### config.mk
export PLATFORM = sky130hd
export DESIGN_NAME = sorted_priority_queue_flat
export DESIGN_NICKNAME = d
export VERILOG_FILES = /design/src/rtl/spq_pkg.sv /design/src/rtl/spq_if.sv /design/src/rtl/spq_cell.sv /design/src/rtl/sorted_priority_queue.sv /design/src/flat_wrapper.sv
export SDC_FILE = /design/constraint.sdc
export NUM_CORES = 2
export LEC_CHECK = 0
export BUFFER_PORTS_ARGS = -buffer_cell sky130_fd_sc_hd__buf_2
export CORE_MARGIN = 2
export CORE_UTILIZATION = 45
export CTS_CLUSTER_SIZE = 12
export DETAILED_ROUTE_END_ITERATION = 8
export PLACE_DENSITY_LB_ADDON = 0.15
export SYNTH_ARGS = -nofsm -noshare
export SYNTH_HDL_FRONTEND = slang
export SYNTH_HIERARCHICAL = 1
export SYNTH_SLANG_ARGS = --single-unit
### constraint.sdc
create_clock -name clk -period 22.6 [get_ports clk]
set_input_delay 2.26 -clock clk [delete_from_list [all_inputs] [get_ports clk]]
set_output_delay 2.26 -clock clk [all_outputs]
set_load 0.05 [all_outputs]
### src/rtl/spq_pkg.sv
// shared constants, codes and types of the sorted priority queue
package spq_pkg;

  localparam int DEPTH       = 16;
  localparam int VALUE_WIDTH = 32;
  localparam int TOL_WIDTH   = 31;
  localparam int OP_WIDTH    = 2;
  localparam int STAT_WIDTH  = 2;
  localparam int COUNT_W     = $clog2(DEPTH + 1);
  localparam int IDX_W       = $clog2(DEPTH);
  // difference of two values, one bit more than either side, and room for the tolerance
  localparam int DIFF_W      = ((VALUE_WIDTH + 1 > TOL_WIDTH) ? VALUE_WIDTH + 1 : TOL_WIDTH) + 1;

  // apb register map
  localparam int ADDR_WIDTH  = 3;
  localparam int APB_DATA_W  = 32;
  localparam logic REG_TOL   = 1'b0;  // word index of tie_tolerance

  typedef enum logic [OP_WIDTH-1:0] {
    OP_PUSH  = 2'd0,
    OP_POP   = 2'd1,
    OP_CLEAR = 2'd2,
    OP_NOP   = 2'd3
  } op_t;

  typedef enum logic [STAT_WIDTH-1:0] {
    ST_OK        = 2'd0,
    ST_FULL_DROP = 2'd1,
    ST_EMPTY_POP = 2'd2
  } status_t;

  typedef enum logic {
    S_IDLE,
    S_REPORT
  } state_t;

  // per-cycle command broadcast to every cell
  typedef struct packed {
    logic push;
    logic pop;
  } cell_ctl_t;

endpackage

### src/rtl/spq_if.sv
// request and response channel interfaces of the sorted priority queue
interface spq_req_if;
  logic                                     valid;
  logic                                     ready;
  logic [spq_pkg::OP_WIDTH-1:0]             operation;
  logic signed [spq_pkg::VALUE_WIDTH-1:0]   value;

  modport source (output valid, output operation, output value, input ready);
  modport sink   (input valid, input operation, input value, output ready);
endinterface

interface spq_rsp_if;
  logic                                     valid;
  logic                                     ready;
  logic signed [spq_pkg::VALUE_WIDTH-1:0]   head_value;
  logic signed [spq_pkg::VALUE_WIDTH-1:0]   tail_value;
  logic [spq_pkg::COUNT_W-1:0]              entry_count;
  logic                                     is_empty;
  logic [spq_pkg::STAT_WIDTH-1:0]           status;

  modport source (output valid, output head_value, output tail_value, output entry_count,
                  output is_empty, output status, input ready);
  modport sink   (input valid, input head_value, input tail_value, input entry_count,
                  input is_empty, input status, output ready);
endinterface

### src/rtl/spq_cell.sv
// one queue slot: holds an entry, compares it and shifts with its neighbors
module spq_cell (
  input  logic                                   clk,
  input  spq_pkg::cell_ctl_t                     ctl,
  input  logic signed [spq_pkg::VALUE_WIDTH-1:0] value,
  input  logic [spq_pkg::TOL_WIDTH-1:0]          tol,
  input  logic                                   occupied,
  input  logic                                   at_end,
  input  logic                                   seen_in,
  input  logic signed [spq_pkg::VALUE_WIDTH-1:0] left_entry,
  input  logic signed [spq_pkg::VALUE_WIDTH-1:0] right_entry,
  output logic                                   seen_out,
  output logic signed [spq_pkg::VALUE_WIDTH-1:0] entry
);

  localparam int VW = spq_pkg::VALUE_WIDTH;
  localparam int DW = spq_pkg::DIFF_W;

  logic signed [DW-1:0]  diff;
  logic signed [DW-1:0]  tol_ext;
  logic                  hit;
  logic signed [VW-1:0]  entry_next;

  // exact difference, both sides sign extended
  assign diff    = $signed({{(DW-VW){value[VW-1]}}, value})
                 - $signed({{(DW-VW){entry[VW-1]}}, entry});
  assign tol_ext = $signed({{(DW-spq_pkg::TOL_WIDTH){1'b0}}, tol});

  // insert point: first occupied slot beaten by the new value, else the first free slot
  assign hit      = (occupied && (diff > tol_ext)) || at_end;
  assign seen_out = seen_in || hit;

  always_comb begin
    entry_next = entry;
    if (ctl.push) begin
      if (seen_in) begin
        entry_next = left_entry;
      end else if (hit) begin
        entry_next = value;
      end
    end else if (ctl.pop) begin
      entry_next = right_entry;
    end
  end

  always_ff @(posedge clk) begin
    entry <= entry_next;
  end

endmodule

### src/rtl/sorted_priority_queue.sv
// sorted priority queue top level: cell chain, count, report register and apb port
//
// usage:
//   req channel carries one word per operation: operation (push, pop, clear,
//   no-op) and value (used by push only). rsp channel returns one word per
//   operation with head_value, tail_value, entry_count, is_empty and status,
//   all describing the queue after the operation.
//   the apb port holds tie_tolerance at byte address 0; write it only while
//   the queue has no operation in flight.
// timing:
//   an accepted word updates the cell chain at the accepting edge and moves
//   the control to the report state, which loads the report register and sets
//   rsp.valid; the report word leaves once rsp.ready is high. no word is taken
//   in the report state; the limit is that state, which reads the updated
//   chain for head and tail.
// reset (rst, synchronous):
//   count, tolerance, state and rsp.valid are cleared; cell contents are left
//   as they are and are never read before being written.
// stalls:
//   a word waiting in the report register holds while rsp.ready is low, and
//   req.ready stays low until that word leaves, so nothing is lost or dropped
//   by backpressure. push on full and pop on empty are reported, not stalled.
module sorted_priority_queue (
  input  logic                                  clk,
  input  logic                                  rst,
  spq_req_if.sink                               req,
  spq_rsp_if.source                             rsp,
  input  logic                                  psel,
  input  logic                                  penable,
  input  logic                                  pwrite,
  input  logic [spq_pkg::ADDR_WIDTH-1:0]        paddr,
  input  logic [spq_pkg::APB_DATA_W-1:0]        pwdata,
  output logic [spq_pkg::APB_DATA_W-1:0]        prdata,
  output logic                                  pready
);

  localparam int DEPTH = spq_pkg::DEPTH;
  localparam int VW    = spq_pkg::VALUE_WIDTH;
  localparam int CW    = spq_pkg::COUNT_W;
  localparam int IW    = spq_pkg::IDX_W;
  localparam int TW    = spq_pkg::TOL_WIDTH;

  // configuration register
  logic [TW-1:0] tol;
  logic          cfg_wr;

  assign pready = 1'b1;
  assign cfg_wr = psel && penable && pwrite && (paddr[2] == spq_pkg::REG_TOL);
  assign prdata = (paddr[2] == spq_pkg::REG_TOL)
                ? {{(spq_pkg::APB_DATA_W-TW){1'b0}}, tol} : '0;

  always_ff @(posedge clk) begin
    if (rst) begin
      tol <= '0;
    end else if (cfg_wr) begin
      tol <= pwdata[TW-1:0];
    end
  end

  // control state
  spq_pkg::state_t  state, state_next;
  logic [CW-1:0]    count, count_next;
  logic [spq_pkg::STAT_WIDTH-1:0] status, status_next;
  logic             accept;
  logic             report;
  logic             full;
  logic             empty;
  spq_pkg::cell_ctl_t ctl;

  assign full   = (count == CW'(DEPTH));
  assign empty  = (count == '0);
  // take a word only in the idle state and when the report register is free or leaving
  assign req.ready = (state == spq_pkg::S_IDLE) && (!rsp.valid || rsp.ready);
  assign accept    = req.valid && req.ready;

  always_comb begin
    state_next = state;
    case (state)
      spq_pkg::S_IDLE:   if (accept) state_next = spq_pkg::S_REPORT;
      spq_pkg::S_REPORT: state_next = spq_pkg::S_IDLE;
      default:           state_next = spq_pkg::S_IDLE;
    endcase
  end

  always_comb begin
    report = 1'b0;
    case (state)
      spq_pkg::S_IDLE:   report = 1'b0;
      spq_pkg::S_REPORT: report = 1'b1;
      default:           report = 1'b0;
    endcase
  end

  // decode of the operation into chain command, new count and status
  always_comb begin
    ctl         = '0;
    count_next  = count;
    status_next = status;
    if (accept) begin
      status_next = spq_pkg::ST_OK;
      case (spq_pkg::op_t'(req.operation))
        spq_pkg::OP_PUSH: begin
          if (full) begin
            status_next = spq_pkg::ST_FULL_DROP;
          end else begin
            ctl.push   = 1'b1;
            count_next = count + CW'(1);
          end
        end
        spq_pkg::OP_POP: begin
          if (empty) begin
            status_next = spq_pkg::ST_EMPTY_POP;
          end else begin
            ctl.pop    = 1'b1;
            count_next = count - CW'(1);
          end
        end
        spq_pkg::OP_CLEAR: count_next = '0;
        default:           count_next = count;
      endcase
    end
  end

  always_ff @(posedge clk) begin
    if (rst) begin
      state  <= spq_pkg::S_IDLE;
      count  <= '0;
      status <= spq_pkg::ST_OK;
    end else begin
      state  <= state_next;
      count  <= count_next;
      status <= status_next;
    end
  end

  // chain of cells, slot 0 is the head
  logic signed [VW-1:0] entries [DEPTH];
  logic [DEPTH:0]       seen;

  assign seen[0] = 1'b0;

  for (genvar g = 0; g < DEPTH; g++) begin : g_cell
    logic signed [VW-1:0] left_e;
    logic signed [VW-1:0] right_e;

    if (g == 0) begin : g_first
      assign left_e = req.value;
    end else begin : g_mid_l
      assign left_e = entries[g-1];
    end
    if (g == DEPTH - 1) begin : g_last
      assign right_e = '0;
    end else begin : g_mid_r
      assign right_e = entries[g+1];
    end

    spq_cell u_cell (
      .clk         (clk),
      .ctl         (ctl),
      .value       (req.value),
      .tol         (tol),
      .occupied    (count > CW'(g)),
      .at_end      (count == CW'(g)),
      .seen_in     (seen[g]),
      .left_entry  (left_e),
      .right_entry (right_e),
      .seen_out    (seen[g+1]),
      .entry       (entries[g])
    );
  end

  // report register
  logic [CW-1:0] last_pos;

  assign last_pos = count - CW'(1);

  always_ff @(posedge clk) begin
    if (rst) begin
      rsp.valid <= 1'b0;
    end else if (report) begin
      rsp.valid <= 1'b1;
    end else if (rsp.ready) begin
      rsp.valid <= 1'b0;
    end
  end

  always_ff @(posedge clk) begin
    if (report) begin
      rsp.head_value  <= empty ? '0 : entries[0];
      rsp.tail_value  <= empty ? '0 : entries[last_pos[IW-1:0]];
      rsp.entry_count <= count;
      rsp.is_empty    <= empty;
      rsp.status      <= status;
    end
  end

endmodule

### src/flat_wrapper.sv
// flat-port wrapper written by rule: the top's interface ports become plain ports
module sorted_priority_queue_flat 
  (clk, rst, psel, penable, pwrite, paddr, pwdata, prdata, pready, req_valid, req_operation, req_value, req_ready, rsp_valid, rsp_head_value, rsp_tail_value, rsp_entry_count, rsp_is_empty, rsp_status, rsp_ready);
  spq_req_if req_i ();
  spq_rsp_if rsp_i ();
  input  logic clk;
  input  logic rst;
  input  logic psel;
  input  logic penable;
  input  logic pwrite;
  input  logic [spq_pkg::ADDR_WIDTH-1:0] paddr;
  input  logic [spq_pkg::APB_DATA_W-1:0] pwdata;
  output logic [spq_pkg::APB_DATA_W-1:0] prdata;
  output logic pready;
  input wire logic [$bits(req_i.valid)-1:0] req_valid;
  input wire logic [$bits(req_i.operation)-1:0] req_operation;
  input wire logic [$bits(req_i.value)-1:0] req_value;
  output wire logic [$bits(req_i.ready)-1:0] req_ready;
  output wire logic [$bits(rsp_i.valid)-1:0] rsp_valid;
  output wire logic [$bits(rsp_i.head_value)-1:0] rsp_head_value;
  output wire logic [$bits(rsp_i.tail_value)-1:0] rsp_tail_value;
  output wire logic [$bits(rsp_i.entry_count)-1:0] rsp_entry_count;
  output wire logic [$bits(rsp_i.is_empty)-1:0] rsp_is_empty;
  output wire logic [$bits(rsp_i.status)-1:0] rsp_status;
  input wire logic [$bits(rsp_i.ready)-1:0] rsp_ready;
  assign req_i.valid = req_valid;
  assign req_i.operation = req_operation;
  assign req_i.value = req_value;
  assign req_ready = req_i.ready;
  assign rsp_valid = rsp_i.valid;
  assign rsp_head_value = rsp_i.head_value;
  assign rsp_tail_value = rsp_i.tail_value;
  assign rsp_entry_count = rsp_i.entry_count;
  assign rsp_is_empty = rsp_i.is_empty;
  assign rsp_status = rsp_i.status;
  assign rsp_i.ready = rsp_ready;
  sorted_priority_queue u_core (.clk(clk), .rst(rst), .req(req_i), .rsp(rsp_i), .psel(psel), .penable(penable), .pwrite(pwrite), .paddr(paddr), .pwdata(pwdata), .prdata(prdata), .pready(pready));
endmodule
==> flow_metrics.env <==
export IMPL_status="finished, final reports clean"
export IMPL_r2r_setup_slack_ns=4.92
export IMPL_worst_pin_slew_ns=1.40
export IMPL_maxCapViolCount=0
export IMPL_grt_pass1_wl_microns=453000
export IMPL_netlist_instances=8990
export IMPL_switching_power_mw=2.15
export IMPL_hold_viol=0
export IMPL_drtIter0Drc=7920
export IMPL_wire_per_inst_microns=27.9
export IMPL_slew_headroom_pct=6.28
export IMPL_ant_nets=0
export IMPL_grt_pass1_vias=63400
export IMPL_cp_slowest_cell="o31ai_1"
export IMPL_worstSetupPathType="input port to flop"
export IMPL_rsz0062_at_grt="no"
export IMPL_antenna_found_initial=27
export IMPL_cts_root_buffer="clkbuf_16"
export IMPL_clk_pin_slew_ns=0.06
export IMPL_crit_family="buffers and inverters"
export IMPL_slew_violations=0
export IMPL_cellPowerDensity_mw_per_mm2=62.5
export IMPL_power_frac_comb_pct=44.3
export IMPL_start_kind="input port"
export IMPL_gp_congestion=0.988
export IMPL_tritoncts="done"
export IMPL_ys_warn_count=6
export IMPL_min_period_ns=18.96
export IMPL_syn_area_sq_mm=0.0757
export IMPL_clkPwrFrac_pct=27.6
export IMPL_drive_gt1_share_pct=8.60
export IMPL_cts_hold_buf=0
export IMPL_cts_path_max_buffers=3
export IMPL_crit_top_cell="nor2_1"
export IMPL_ctsResizeCount=0
export IMPL_timing_setup_tns_ns=0
export IMPL_port_buffers=177
export IMPL_place_hpwl_microns=254000
export IMPL_switching_share_pct=41.5
export IMPL_p_int_mw=3.03
export IMPL_routed_wl_microns=318000
export IMPL_min_path_type="flop to flop"
export IMPL_areaGrowthSynthToFinish_pct=9.31
export IMPL_min_period_over_period_pct=83.9
export IMPL_grt_max_degree=221
export IMPL_final_util_pct=49.5
export IMPL_grt_remaining_overflow=0
export IMPL_cts_made_buffers=84
export IMPL_grt_usage_pct=35.7
export IMPL_leakagePower_nw=36.7
export IMPL_setup_viol=0
export IMPL_crit_buf_inv=14
export IMPL_die_w_microns=414
export IMPL_insertion_delay_ns=0.74
export IMPL_via_per_inst=6.17
export IMPL_die_area_sq_mm=0.171
export IMPL_crit_arrival_ns=19.38
export IMPL_htree_levels=3
export IMPL_ios=183
export IMPL_pwr_share_seq_pct=28.1
export IMPL_cts_sinks=624
export IMPL_place_area_sq_mm=0.0799
export IMPL_final_nets=10300
export IMPL_vias=70500
export IMPL_drc=0
export IMPL_die_h_microns=414
export IMPL_placed_cells=11300
export IMPL_fmax_ghz=0.0527
export IMPL_stdcell_count=11400
export IMPL_crit_required_ns=23.02
export IMPL_cts_setup_buffers=0
export IMPL_irDropWorstVdd_mv=0.0576
export IMPL_syn_mean_instance_area_sq_um=8.42
export IMPL_start_util_pct=45.3
export IMPL_drtPass1Iterations=6
export IMPL_slowest_delay_ns=0.79
export IMPL_end_kind="flop"
export IMPL_finalInstanceArea_sq_mm=0.0827
export IMPL_rows=150
export IMPL_clock_skew_ns=0.0416
export IMPL_worstPathMaxFanout=33
export IMPL_core_area_sq_mm=0.167
[through the flow]
stage	worst slack (ns)	hold slack, ns	power, mW
after detailed placement	3.31	0.425	3.69
after global placement	3.47	0.416	3.65
after global routing	2.86	0.471	5.43
after floorplan	5.81	0.408	2.95
after CTS	4.04	0.447	5.13
final	3.64	0.452	5.17
[power by group through the flow]
| stage | Sequential [mW] | Clock, mW | Combinational [mW] |
|---|---|---|---|
| floorplan | 1.47 | 0 | 1.49 |
| global placement | 1.48 | 0 | 2.18 |
| detailed placement | 1.48 | 0 | 2.22 |
| CTS | 1.45 | 1.45 | 2.23 |
| global route | 1.46 | 1.49 | 2.48 |
| finish | 1.45 | 1.43 | 2.29 |
[worst paths after layout]
path,startpoint,endpoint,cells past startpoint
setup / recovery,req_value[3],u_core/g_cell[15].u_cell/entry[5],60
hold / removal,u_core/status[1],u_core/rsp.status[1],0
setup reg to reg,u_core/g_cell[0].u_cell/entry[0],u_core/g_cell[15].u_cell/entry[5],59
hold reg to reg,u_core/status[1],u_core/rsp.status[1],0
[layout make-up]
cell class / instances / area (sq um)
Tap cell: 2204 / 2760
Sequential cell: 624 / 18300
Clock inverter: 50 / 531
Timing Repair Buffer: 344 / 2200
Antenna cell: 16 / 40.0
Fill cell: 16100 / 84300
Inverter: 1155 / 4340
Multi-Input combinational cell: 6933 / 52200
Clock buffer: 105 / 2280
[metal layers]
layer | share of wire [%] | GRT usage [%] | wire [microns] | vias to the layer above
li1 | - | - | - | 33000
met1 | 46 | 52.6 | 147000 | 34000
met2 | 40 | 50.7 | 129000 | 3092
met3 | 9.2 | 7.55 | 29200 | 464
met4 | 4.3 | 13.4 | 13600 | 6
met5 | 0.013 | 0 | 40 | -
[registers in the layout, summed over array words and instances, names as in the netlist]
register                    flops
u_core/count                    5
u_core/g_cell.u_cell/entry    512
u_core/rsp.entry_count          5
u_core/rsp.head_value          32
u_core/rsp.is_empty             1
u_core/rsp.status               2
u_core/rsp.tail_value          32
u_core/rsp.valid                1
u_core/state                    1
u_core/status                   2
u_core/tol                     31
[placed cells by master (no fill, tap or decap), drive strengths merged, types with 21 or more instances in the layout]
master,instances
inv,1156
a21oi,1137
ha,1017
nor2,849
edfxtp,584
mux2i,583
nand2,480
o21ai,380
buf,344
xnor2,280
nand3,167
a21o,140
nand2b,135
nand4,132
xor2,131
mux4,128
a31oi,128
clkbuf,105
nor3,104
a211oi,96
o21a,82
nor2b,80
and2,76
o21bai,74
o211ai,74
and3,68
nor4,46
and4,41
dfxtp,40
conb,35
o31ai,35
o22ai,34
clkinv,34
o2111ai,33
a2111oi,32
a22oi,28
or2,25
a221oi,21
[worst reg2reg max path, delay by kind of cell (launching register included)]
kind	cells	cell delay, ns
xor+xnor	1	0.18
buf+inv	12	6.64
simple gates	26	4.93
mux	1	0.37
fa+ha+maj	3	0.80
compound gates	16	3.87
flops	1	0.59
(Power assumes the default switching activity.)
